--- src/design/rspa_pkg.sv ---
// Shared types and constants for the ring slot pool allocator.
// Beat structs, slot state codes, op codes and controller/datapath links.
// No dependencies.
`default_nettype none

package rspa_pkg;

  localparam int SLOT_W   = 6;
  localparam int SLOT_CODES = 2 ** SLOT_W;
  localparam int CNT_W    = 7;
  localparam int CNT_MAX  = 127;
  localparam int SCAN_W   = 16;
  localparam int OFF_W    = 4;
  localparam int ROW_W    = 2 * SCAN_W;

  localparam logic [1:0] OP_FILL  = 2'd0;
  localparam logic [1:0] OP_ALLOC = 2'd1;
  localparam logic [1:0] OP_FREE  = 2'd2;

  localparam logic [1:0] ST_EMPTY = 2'd0;
  localparam logic [1:0] ST_FULL  = 2'd1;
  localparam logic [1:0] ST_TAKEN = 2'd2;

  localparam logic [ROW_W-1:0] ROW_FULL = {SCAN_W{ST_FULL}};

  typedef struct packed {
    logic [1:0]        op;
    logic [SLOT_W-1:0] slot;
  } in_item_t;

  typedef struct packed {
    logic [SLOT_W-1:0] result_slot;
    logic              found;
    logic [CNT_W-1:0]  full_slots;
  } out_item_t;

  typedef struct packed {
    logic accept;
    logic fail;
    logic next;
    logic write;
  } ctrl_cmd_t;

  typedef struct packed {
    logic fast_fail;
    logic is_free;
    logic hit;
    logic last;
  } dp_stat_t;

endpackage

`default_nettype wire

--- src/design/ring_slot_pool_allocator_top.sv ---
// Top level of the ring slot pool allocator.
// Joins rspa_ctrl and rspa_dp; uses rspa_pkg for beat and link types.
//
// Usage: drive in_item and raise start; the beat is taken at the edge
// where start is high and busy is low. Ops: fill the next empty slot,
// allocate the next full slot, free a given slot. Each beat gives exactly
// one result beat on out_item, marked by out_valid for one cycle; the
// receiver cannot stall and must take it then.
// Timing: slot states sit in a memory of 16-slot rows with a registered
// read port, scanned one row per cycle in ring order from the slot after
// the given one. Fill and alloc scan 1 to ceil(POOL_SLOTS/16) + 1 rows,
// i.e. 1 to 5 at 64 slots. Some beats fail at once: alloc with zero
// count, free beyond the pool, unused op. The result appears the cycle
// after the last work cycle, while busy is already low, so the next beat
// may be taken alongside it.
// Reset: synchronous, active low; every slot reads full (per-row valid
// bits, no clearing pass) and the full count is the pool size, capped at 127.
`default_nettype none

module ring_slot_pool_allocator_top #(
  parameter int POOL_SLOTS = 64
) (
  input  wire logic                clk,
  input  wire logic                rst_n,
  input  wire logic                start,
  output logic                     busy,
  input  wire rspa_pkg::in_item_t  in_item,
  output logic                     out_valid,
  output rspa_pkg::out_item_t      out_item
);
  import rspa_pkg::*;

  ctrl_cmd_t cmd;
  dp_stat_t  stat;

  rspa_ctrl u_ctrl (
    .clk   (clk),
    .rst_n (rst_n),
    .start (start),
    .busy  (busy),
    .stat  (stat),
    .cmd   (cmd)
  );

  rspa_dp #(
    .POOL_SLOTS (POOL_SLOTS)
  ) u_dp (
    .clk       (clk),
    .rst_n     (rst_n),
    .in_item   (in_item),
    .cmd       (cmd),
    .stat      (stat),
    .out_valid (out_valid),
    .out_item  (out_item)
  );

endmodule

`default_nettype wire

--- src/design/rspa_ctrl.sv ---
// Sequencing controller for the ring slot pool allocator.
// Drives datapath commands from its status; uses rspa_pkg.
`default_nettype none

module rspa_ctrl (
  input  wire logic                clk,
  input  wire logic                rst_n,
  input  wire logic                start,
  output logic                     busy,
  input  wire rspa_pkg::dp_stat_t  stat,
  output rspa_pkg::ctrl_cmd_t      cmd
);
  import rspa_pkg::*;

  typedef enum logic [2:0] {
    S_IDLE = 3'b001,
    S_SCAN = 3'b010,
    S_FREE = 3'b100
  } state_t;

  state_t state_r, state_nxt;

  always_ff @(posedge clk) begin
    if (!rst_n) begin
      state_r <= S_IDLE;
    end else begin
      state_r <= state_nxt;
    end
  end

  always_comb begin
    state_nxt = state_r;
    cmd       = '0;
    busy      = 1'b1;
    unique case (state_r)
      S_IDLE: begin
        busy = 1'b0;
        if (start) begin
          cmd.accept = 1'b1;
          if (stat.fast_fail) begin
            state_nxt = S_IDLE;
          end else if (stat.is_free) begin
            state_nxt = S_FREE;
          end else begin
            state_nxt = S_SCAN;
          end
        end
      end
      S_SCAN: begin
        if (stat.hit) begin
          cmd.write = 1'b1;
          state_nxt = S_IDLE;
        end else if (stat.last) begin
          cmd.fail  = 1'b1;
          state_nxt = S_IDLE;
        end else begin
          cmd.next  = 1'b1;
        end
      end
      S_FREE: begin
        cmd.write = 1'b1;
        state_nxt = S_IDLE;
      end
      default: begin
        state_nxt = S_IDLE;
      end
    endcase
  end

`ifndef SYNTHESIS
  a_cmd_onehot: assert property (@(posedge clk) disable iff (!rst_n)
    $onehot0({cmd.accept, cmd.fail, cmd.next, cmd.write}))
    else $error("controller issued more than one command");

  a_next_only_on_miss: assert property (@(posedge clk) disable iff (!rst_n)
    cmd.next |-> (!stat.hit && !stat.last))
    else $error("scan advanced past a hit or the final row");

  a_busy_from_accept: assert property (@(posedge clk) disable iff (!rst_n)
    $rose(busy) |-> $past(cmd.accept))
    else $error("busy rose without an accepted beat");
`endif

endmodule

`default_nettype wire

--- src/design/rspa_dp.sv ---
// Datapath for the ring slot pool allocator: slot state memory in rows of
// 16 slots, row scan with masked priority encode, full count, result beat.
// Uses rspa_pkg; commanded by rspa_ctrl.
`default_nettype none

module rspa_dp #(
  parameter int POOL_SLOTS = 64
) (
  input  wire logic                clk,
  input  wire logic                rst_n,
  input  wire rspa_pkg::in_item_t  in_item,
  input  wire rspa_pkg::ctrl_cmd_t cmd,
  output rspa_pkg::dp_stat_t       stat,
  output logic                     out_valid,
  output rspa_pkg::out_item_t      out_item
);
  import rspa_pkg::*;

  localparam int IDX_W   = $clog2(POOL_SLOTS);
  localparam int NGROUPS = (POOL_SLOTS + SCAN_W - 1) / SCAN_W;
  localparam int GW      = (NGROUPS > 1) ? $clog2(NGROUPS) : 1;
  localparam int SW      = $clog2(NGROUPS + 1);
  localparam int XW      = (IDX_W > SLOT_W) ? IDX_W : SLOT_W;
  localparam int AW      = GW + OFF_W + 1;
  localparam logic [CNT_W-1:0] CNT_INIT =
    CNT_W'((POOL_SLOTS > CNT_MAX) ? CNT_MAX : POOL_SLOTS);

  logic [IDX_W-1:0] start_tab [SLOT_CODES];
  for (genvar i = 0; i < SLOT_CODES; i++) begin : g_start_tab
    assign start_tab[i] = IDX_W'((i + 1) % POOL_SLOTS);
  end

  logic [ROW_W-1:0]   row_mem_r [NGROUPS];
  logic [NGROUPS-1:0] row_vld_r;
  logic [ROW_W-1:0]   rd_row_r;
  logic               rd_vld_r;

  logic [1:0]         op_r;
  logic [SLOT_W-1:0]  slot_r;
  logic [OFF_W-1:0]   off_r;
  logic [GW-1:0]      grp_r, grp_nxt;
  logic [SW-1:0]      step_r;
  logic [CNT_W-1:0]   count_r, count_nxt;
  logic               out_valid_r;
  out_item_t          out_item_r;

  logic [IDX_W-1:0]   start_idx;
  logic [XW-1:0]      slot_x;
  logic               in_range;
  logic               fast_fail;
  logic [GW-1:0]      rd_addr;
  logic               rd_en;
  logic [OFF_W-1:0]   acc_off;

  logic [ROW_W-1:0]   row_eff;
  logic [1:0]         want;
  logic [SCAN_W-1:0]  match;
  logic [OFF_W-1:0]   hit_pos;
  logic [OFF_W-1:0]   wr_pos;
  logic [1:0]         wr_code;
  logic [ROW_W-1:0]   row_new;
  logic [SLOT_W-1:0]  res_slot;

  assign start_idx = start_tab[in_item.slot];
  assign slot_x    = XW'(in_item.slot);
  assign in_range  = (AW'(0) + (XW + 1)'(slot_x)) < (XW + 1)'(POOL_SLOTS);
  assign fast_fail = (in_item.op != OP_FILL && in_item.op != OP_ALLOC &&
                      in_item.op != OP_FREE) ||
                     (in_item.op == OP_ALLOC && count_r == '0) ||
                     (in_item.op == OP_FREE && !in_range);

  assign grp_nxt = (grp_r == GW'(NGROUPS - 1)) ? '0 : grp_r + GW'(1);

  always_comb begin
    rd_addr = grp_nxt;
    acc_off = OFF_W'(start_idx);
    if (cmd.accept) begin
      if (in_item.op == OP_FREE) begin
        rd_addr = GW'(slot_x >> OFF_W);
        acc_off = OFF_W'(slot_x);
      end else begin
        rd_addr = GW'(start_idx >> OFF_W);
      end
    end
  end

  assign rd_en = (cmd.accept && !fast_fail) || cmd.next;

  // scan of the row held in the read register
  assign row_eff = rd_vld_r ? rd_row_r : ROW_FULL;
  assign want    = (op_r == OP_FILL) ? ST_EMPTY : ST_FULL;

  always_comb begin
    for (int p = 0; p < SCAN_W; p++) begin
      logic in_pool;
      logic in_win;
      in_pool = AW'({grp_r, OFF_W'(p)}) < AW'(POOL_SLOTS);
      if (step_r == '0) begin
        in_win = OFF_W'(p) >= off_r;
      end else if (step_r == SW'(NGROUPS)) begin
        in_win = OFF_W'(p) < off_r;
      end else begin
        in_win = 1'b1;
      end
      match[p] = (row_eff[2*p +: 2] == want) && in_pool && in_win;
    end
  end

  always_comb begin
    hit_pos = '0;
    for (int p = SCAN_W - 1; p >= 0; p--) begin
      if (match[p]) begin
        hit_pos = OFF_W'(p);
      end
    end
  end

  always_comb begin
    wr_pos    = hit_pos;
    wr_code   = ST_TAKEN;
    count_nxt = count_r - CNT_W'(1);
    res_slot  = SLOT_W'({grp_r, hit_pos});
    unique case (op_r)
      OP_FILL: begin
        wr_code   = ST_FULL;
        count_nxt = (count_r == CNT_W'(CNT_MAX)) ? count_r : count_r + CNT_W'(1);
      end
      OP_FREE: begin
        wr_pos    = off_r;
        wr_code   = ST_EMPTY;
        count_nxt = count_r;
        res_slot  = slot_r;
      end
      default: begin
      end
    endcase
    for (int p = 0; p < SCAN_W; p++) begin
      row_new[2*p +: 2] = (OFF_W'(p) == wr_pos) ? wr_code : row_eff[2*p +: 2];
    end
  end

  always_ff @(posedge clk) begin
    if (cmd.write) begin
      row_mem_r[grp_r] <= row_new;
    end
    if (rd_en) begin
      rd_row_r <= row_mem_r[rd_addr];
      rd_vld_r <= row_vld_r[rd_addr];
    end
  end

  always_ff @(posedge clk) begin
    if (cmd.accept) begin
      op_r   <= in_item.op;
      slot_r <= in_item.slot;
      off_r  <= acc_off;
    end
    if (rd_en) begin
      grp_r <= rd_addr;
    end
    if (cmd.accept) begin
      step_r <= '0;
    end else if (cmd.next) begin
      step_r <= step_r + SW'(1);
    end
    if (cmd.accept && fast_fail) begin
      out_item_r <= '{result_slot: in_item.slot, found: 1'b0, full_slots: count_r};
    end else if (cmd.fail) begin
      out_item_r <= '{result_slot: slot_r, found: 1'b0, full_slots: count_r};
    end else if (cmd.write) begin
      out_item_r <= '{result_slot: res_slot, found: 1'b1, full_slots: count_nxt};
    end
  end

  always_ff @(posedge clk) begin
    if (!rst_n) begin
      row_vld_r   <= '0;
      count_r     <= CNT_INIT;
      out_valid_r <= 1'b0;
    end else begin
      if (cmd.write) begin
        row_vld_r[grp_r] <= 1'b1;
        count_r          <= count_nxt;
      end
      out_valid_r <= (cmd.accept && fast_fail) || cmd.fail || cmd.write;
    end
  end

  assign stat.fast_fail = fast_fail;
  assign stat.is_free   = (in_item.op == OP_FREE);
  assign stat.hit       = |match;
  assign stat.last      = (step_r == SW'(NGROUPS));
  assign out_valid      = out_valid_r;
  assign out_item       = out_item_r;

`ifndef SYNTHESIS
  a_alloc_decrements: assert property (@(posedge clk) disable iff (!rst_n)
    (cmd.write && op_r == OP_ALLOC) |=> (count_r == $past(count_r) - CNT_W'(1)))
    else $error("allocation did not decrement the full count");

  a_step_bound: assert property (@(posedge clk) disable iff (!rst_n)
    cmd.next |-> (step_r < SW'(NGROUPS)))
    else $error("scan step ran beyond the wrap row");

  a_write_reports_found: assert property (@(posedge clk) disable iff (!rst_n)
    cmd.write |=> (out_valid_r && out_item_r.found))
    else $error("state write without a found result beat");
`endif

endmodule

`default_nettype wire

--- config.mk ---
export PLATFORM = sky130hd
export DESIGN_NAME = ring_slot_pool_allocator_top
export DESIGN_NICKNAME = d
export VERILOG_FILES = /design/src/design/rspa_pkg.sv /design/src/design/ring_slot_pool_allocator_top.sv /design/src/design/rspa_ctrl.sv /design/src/design/rspa_dp.sv
export SDC_FILE = /design/constraint.sdc
export NUM_CORES = 1
export LEC_CHECK = 0
export ABC_AREA = 1
export BUFFER_PORTS_ARGS = -buffer_cell sky130_fd_sc_hd__buf_2
export CORE_UTILIZATION = 66
export DETAILED_ROUTE_END_ITERATION = 16
export PLACE_DENSITY = 0.82
export SYNTH_ARGS = -nofsm -noshare
export SYNTH_HDL_FRONTEND = slang
export SYNTH_HIERARCHICAL = 1
export SYNTH_SLANG_ARGS = --single-unit
export TNS_END_PERCENT = 10
--- constraint.sdc ---
create_clock -name clk -period 9.2 [get_ports clk]
set_clock_uncertainty 0.2 [all_clocks]
set_input_delay 0.92 -clock clk [delete_from_list [all_inputs] [get_ports clk]]
set_output_delay 0.92 -clock clk [all_outputs]
set_load 0.05 [all_outputs]
==> out/results.txt, run 1 <==
run status = finished clean
Syn Nets = 1,003
Site Rows = 45
synth warn = 6
slowest cell delay on critical path = 0.82 ns
Final Max Slew Viols = 0
Flop pwr share = 45.4%
Final Hold Fails = 0
register area = 0.00603 mm²
Critical Path End Type = flip-flop
crit-path cells = nor2_8 -> xor2_1 -> nand2_1 -> nor3_2 -> nor2_4 -> nand2_1 -> nor3_2 -> nand3_1 -> inv_1 -> o21ai_0 -> nand2_1 -> inv_1 -> buf_4
Peak Freq = 0.209 GHz
Tcrit/Tclk final = 52.0%
pre-CTS WS = 4.44 ns
clk_lat worst skew = 0.51 ns
number of library cell types mapped by synthesis = 49
hold_ws = 0.253 ns
clock sinks = 207
Post-CTS Setup Inserts = 0
Synth Cell Area = 0.0103 mm²
WP data required = 9.18 ns
register area share after synthesis = 58.7%
critical path launch point type = flip-flop
DP HPWL = 14,500 µm
hold crit path type = flip-flop to flip-flop
synth top area cells = edfxtp_1, nand2_1, inv_1, dfxtp_1, mux2_2
post-layout net count = 1,016
clk root buf = clkbuf_16
worst rel slew slack = 27.8%
fillers = 1,038
H-tree Lvls = 1
input/output buffers = 26
number of global-route vias before repair = 6,753
cell count along the critical path = 13
starting density of the core = 67.6%
P_sw = 763 µW
routability cong. = 0.969
critical path's most frequent cell = nand2_1
hold path depth = 2
unrepaired setup endpoints after global routing = no
Area Growth Syn to Fin = 8.51%
clock power share = 32.7%
PD cells = 227 mW/mm²
CP bufs+invs = 3
DRT Pass-1 Iters = 5
clock buffer depth = 3
Residual DRC = 0
final setup margin = 4.41 ns
routed len/inst = 18.6 µm
initial antenna violation count = 0
internal power = 1770 µW
setup_tns = 0 ns
io pins = 27
Post-Route WL = 22,200 µm
layout cells sized above 1 = 15.4%
Sw Share = 30.2%
Routed Antenna Nets = 0
CP max stage cell = edfxtp_1
Peak supply drop = 0.194 mV
die span in x = 127 µm
Reg clk slew, reported paths = 0.07 ns
DIE AREA = 0.0161 mm²
first-pass GRT wire length = 35,100 µm
depth of the most critical reg-to-reg path = 13
drt via density = 5.97
Top Family by Delay on Critical Path = simple AND/OR/NAND/NOR gates
Finish-stage setup viols = 0
Max-Cap Viols = 0
syn_area_per_cell = 10.5 µm²
largest net degree at the start of global routing = 68
Die Y = 127 µm
Post-CTS Hold Fix Bufs = 0
Min Clock Period, post-route = 4.79 ns
Total GRT Usage = 28.4%
cell taking the most area after synthesis = edfxtp_1
Crit Path Max Fanout = 32
post-CTS resize count = 0
total congestion overflow = 0
n_diodes = 0
core footprint = 0.0152 mm²
Overall Power = 2530 µW
Leakage = 0.00438 µW
kind of critical path = flip-flop to flip-flop
Cells after Synth = 980
Arr. time, crit path = 4.77 ns
area share of the leading cell type in the synthesized netlist = 55.0%
via count = 7,145
CTS Buf Count = 21
CTS tree = built
Comb pwr share = 22.0%
multi-input logic area = 0.00352 mm²
ys flop type = edfxtp_1
Seq cells post-synth = 207
Worst Tran Pin Value = 1.08 ns
DR iter-0 viols = 603
Layout Utilization = 73.3%
EDFF count, synth = 188
asr flop ratio synth = 0%
[metrics by stage]
stage | cells | cell area, µm²
finish | 1196 | 11100
detailed placement | 1158 | 10500
floorplan | 980 | 10300
global route | 1196 | 11100
global placement | 1158 | 10500
CTS | 1196 | 11100
[state kept, by name (all words and copies together), names as in the netlist, 2 cells and up]
signal          flops
u_dp/row_mem_r    128
u_dp/rd_row_r      32
u_dp/out_item      14
u_dp/count_r        7
u_dp/slot_r         6
u_dp/off_r          4
u_dp/row_vld_r      4
u_ctrl/state_r      3
u_dp/step_r         3
u_dp/grp_r          2
u_dp/op_r           2
[cell type report]
type	count	area share (%)
Timing Repair Buffer	37	1.91
Inverter	128	4.33
Tap cell	188	2.11
Sequential cell	207	54.1
Clock inverter	10	1.05
Clock buffer	28	4.95
Multi-Input combinational cell	598	31.6
[power groups by stage]
stage / Combinational (µW) / Clock, µW / Sequential (µW)
finish: 556 / 827 / 1150
global route: 607 / 871 / 1150
CTS: 551 / 841 / 1150
detailed placement: 545 / 0 / 1170
global placement: 535 / 0 / 1170
floorplan: 417 / 0 / 1180
[cells by family (layout without fill, tap and decap cells)]
family          Yosys count  after routing  share of synthesized area, %
simple gates            376            376                          17.2
flops                   207            207                          58.7
buf+inv                 175            203                          7.42
compound gates          164            164                          10.5
mux                      32             32                          3.51
xor+xnor                 14             14                          1.19
fa+ha+maj                12             12                          1.46
[tightest hold or removal path: cells and delay by family (launching register included)]
family / cells / cell delay (ns)
DFF: 1 / 0.30
AOI/OAI and AO/OA: 1 / 0.06
buffers and inverters: 1 / 0.05
[final timing paths]
path,start,end,slack (ns)
worst min register to register,u_dp/row_vld_r[0],u_dp/row_vld_r[0],0.25
worst min-delay path,u_dp/row_vld_r[0],u_dp/row_vld_r[0],0.25
worst max-delay path,u_dp/op_r[0],u_dp/row_mem_r[0][10],4.41
worst max register to register,u_dp/op_r[0],u_dp/row_mem_r[0][10],4.41
[Yosys cell counts (7+ instances only)]
master / n
or2_1: 8
ha_1: 12
o21ai_0: 34
nor2_2: 7
dfxtp_1: 19
nand4_1: 43
a21oi_1: 27
mux2_2: 32
nor2_1: 49
xor2_1: 14
o21a_1: 32
buf_2: 9
nand2_1: 212
clkbuf_1: 20
inv_2: 8
edfxtp_1: 188
nand3_1: 22
o211ai_1: 40
inv_1: 117
o21ai_1: 8
nand3_2: 8
[layout by cell type (no fill, tap or decap), drive strengths merged, types with 12 or more instances in the layout]
cell	instances
buf	37
o211ai	40
nand2	220
o21ai	45
a21oi	30
o21a	32
xor2	14
mux2	32
clkbuf	28
or2	12
nor2	60
nand3	30
inv	127
dfxtp	19
ha	12
nand4	43
edfxtp	188
[layer usage]
layer  track usage, %  wire length, µm  share of wire (%)
met1             37.9             9430                 42
met4             10.9              758                3.4
met3             4.26             1430                6.4
met2             47.6            10600                 48
met5                0                0                  0
No activity file was read; power rests on OpenSTA's default activity.
==> run 2, diff against run 1 <==
Settings changed: CORE_UTILIZATION 66 to 63, PLACE_DENSITY 0.82 to 0.78.
Clock period 9.2 ns to 4.7 ns, I/O delays scaled along.
==> run 2 against run 1 <==
Compared with the run above: final cell count up 2.7%; via count is 1.4% lower; non-clock buffer count increased by 4; sequential cell count is the same; power is 100% higher; worst hold slack got worse by 0.24 ns; sequential share of layout area fell by 0.86 points; final area grew 1.6%; core utilization shrank 2.0 points; die area up 4.7%; clock power up 120%.
==> out/results.txt, run 2 (synthesis gave the netlist of run 1 again) <==
worst rel slew slack = 29.4% (+1.5 points)
post-route cell area = 0.0113 mm² (+1.6%)
CP bufs+invs = 3 (unchanged)
Setup crit end = u_dp/out_item[4]
internal power = 3650 µW (+110%)
CTS tree = built
CP startpoint = u_dp/op_r[0]
Worst Tran Pin Value = 1.06 ns (-0.0254 ns)
clock sinks = 207 (unchanged)
DRT Pass-1 Iters = 5 (unchanged)
Top Family by Delay on Critical Path = simple AND/OR/NAND/NOR gates
Non-Filler Instances = 1,228 (+2.7%)
PD cells = 453 mW/mm² (+100%)
depth of the most critical reg-to-reg path = 13 (unchanged)
Residual DRC = 0 (unchanged)
Total GRT Usage = 27.2% (-1.3 points)
Sw Share = 28.9% (-1.3 points)
post-placement cell count = 1,188 (+2.6%)
Site Rows = 46 (+2.2%)
clk root buf = clkbuf_16
Area after DPL = 0.0106 mm² (+0.84%)
io pins = 27 (unchanged)
Hold Crit Start = rst_n
Die Y = 130 µm (+2.3%)
register area = 0.00603 mm² (unchanged)
run status = finished clean
die span in x = 130 µm (+2.3%)
Finish-stage setup viols = 0 (unchanged)
DP HPWL = 13,900 µm (-4.2%)
multi-input logic area = 0.00352 mm² (unchanged)
unrepaired setup endpoints after global routing = no
Top reg by flops = u_dp/row_mem_r
fillers = 1,170 (+13%)
Final Hold Fails = 0 (unchanged)
layout cells sized above 1 = 15.5% (+0.14 points)
Reg clk slew, reported paths = 0.06 ns (about the same)
clk_lat worst skew = 0.50 ns (about the same)
critical path's most frequent cell = nand2_1
Area Growth Syn to Fin = 10.3%
Min Clock Period, post-route = 4.03 ns (-0.755 ns)
pre-CTS WS = 0.745 ns (-3.70 ns)
routed len/inst = 17.7 µm (-4.7%)
Worst R2R Start = u_dp/op_r[0]
Peak supply drop = 0.369 mV (+91%)
P_sw = 1480 µW (+94%)
leading cell types in the layout, fill and taps excluded = nand2_1, edfxtp_1, inv_1
Leakage = 0.00445 µW (+1.7%)
Routed Antenna Nets = 0 (unchanged)
drt via density = 5.74 (-4.0%)
via count = 7,044 (-1.4%)
DIE AREA = 0.0168 mm² (+4.7%)
Post-Route WL = 21,700 µm (-2.1%)
total congestion overflow = 0 (unchanged)
Comb pwr share = 21.5% (-0.5 points)
Final Max Slew Viols = 0 (unchanged)
clock buffer depth = 3 (unchanged)
max reg flops = 128 (unchanged)
initial antenna violation count = 0 (unchanged)
H-tree Lvls = 1 (unchanged)
CTS Buf Count = 21 (unchanged)
post-layout net count = 1,020 (+0.39%)
kind of critical path = flip-flop to flip-flop
Max-Cap Viols = 0 (unchanged)
clock power share = 34.8% (+2.1 points)
Peak Freq = 0.248 GHz (+19%)
number of global-route vias before repair = 6,617 (-2.0%)
final setup margin = 0.666 ns (-3.75 ns)
post-CTS resize count = 0 (unchanged)
crit-path cells = nor2_8 -> nor2_2 -> o2111ai_2 -> nand2_1 -> nor3_2 -> nand3_1 -> inv_1 -> nand2_1 -> nor2_1 -> inv_1 -> nand2_1 -> inv_1 -> nand2_1
Tcrit/Tclk final = 85.8% (+34 points)
Flop pwr share = 43.7% (-1.7 points)
capture point of the worst reg-to-reg path = u_dp/out_item[4]
critical path launch point type = flip-flop
reg2reg setup slack = 0.67 ns (-3.75 ns)
CP max stage cell = edfxtp_1
hold crit path type = input port to flip-flop
routability cong. = 0.970 (+0.12%)
largest net degree at the start of global routing = 101 (+49%)
cell count along the critical path = 13 (unchanged)
slowest cell delay on critical path = 0.65 ns (-0.17 ns)
DR iter-0 viols = 548 (-9.1%)
Critical Path End Type = flip-flop
setup_tns = 0 ns (unchanged)
n_diodes = 0 (unchanged)
core footprint = 0.0159 mm² (+4.5%)
most common cell after layout, fill and taps aside = nand2_1
input/output buffers = 26 (unchanged)
Arr. time, crit path = 3.97 ns (-0.80 ns)
Crit Path Max Fanout = 32 (unchanged)
WP data required = 4.64 ns (-4.54 ns)
first-pass GRT wire length = 34,400 µm (-1.9%)
starting density of the core = 64.7% (-2.9 points)
[run 2: final cells by class]
cell class	count	area share, %
well taps	216	2.39
repair buffers	41	2.52
clock buffers	29	4.99
flip-flops and latches	207	53.2
inverters	128	4.26
multi-input cells	598	31.1
clock inverters	9	1.56
[run 2: worst min-delay path by stage]
stage | to | cells past startpoint
3_3_place_gp | u_dp/row_vld_r[2] | 2
6_report | u_ctrl/state_r[0] | 2
4_1_cts | u_ctrl/state_r[0] | 2
3_5_place_dp | u_dp/row_vld_r[1] | 2
5_1_grt | u_ctrl/state_r[0] | 2
2_1_floorplan | u_dp/row_vld_r[0] | 2
[run 2: power groups by stage]
| stage | clock [µW] | combinational [µW] | sequential [µW] |
|---|---|---|---|
| final | 1780 | 1100 | 2240 |
| after global routing | 1870 | 1210 | 2250 |
| after CTS | 1810 | 1090 | 2240 |
| after detailed placement | 0 | 1080 | 2280 |
| after global placement | 0 | 1070 | 2280 |
| after floorplan | 0 | 817 | 2300 |
[run 2: stage by stage]
step	util [%]	total power (µW)	hold WS [ns]
after floorplan	-	3120	0.231
after CTS	71.3	5140	0.00466
after detailed placement	66.5	3360	0.263
after global routing	71.3	5330	0.0103
final	71.3	5130	0.0176
after global placement	66.5	3340	0.250
[run 2: metal layers]
layer | share of wire, % | wire length [µm] | global-route usage, % | up-vias
met5 | 0 | 0 | 0 | -
met4 | 2.7 | 579 | 8.21 | 0
met3 | 5.7 | 1230 | 4.35 | 42
met2 | 47 | 10300 | 45.4 | 240
met1 | 44 | 9650 | 36.9 | 3339
li1 | - | - | - | 3423
[run 2: repair_timing]
item                                    in CTS  in global routing
endpoints found under the setup margin       0                  0
hold endpoints to repair                     2                  0
hold buffers                                 2                  0
buffers inserted                             0                  0
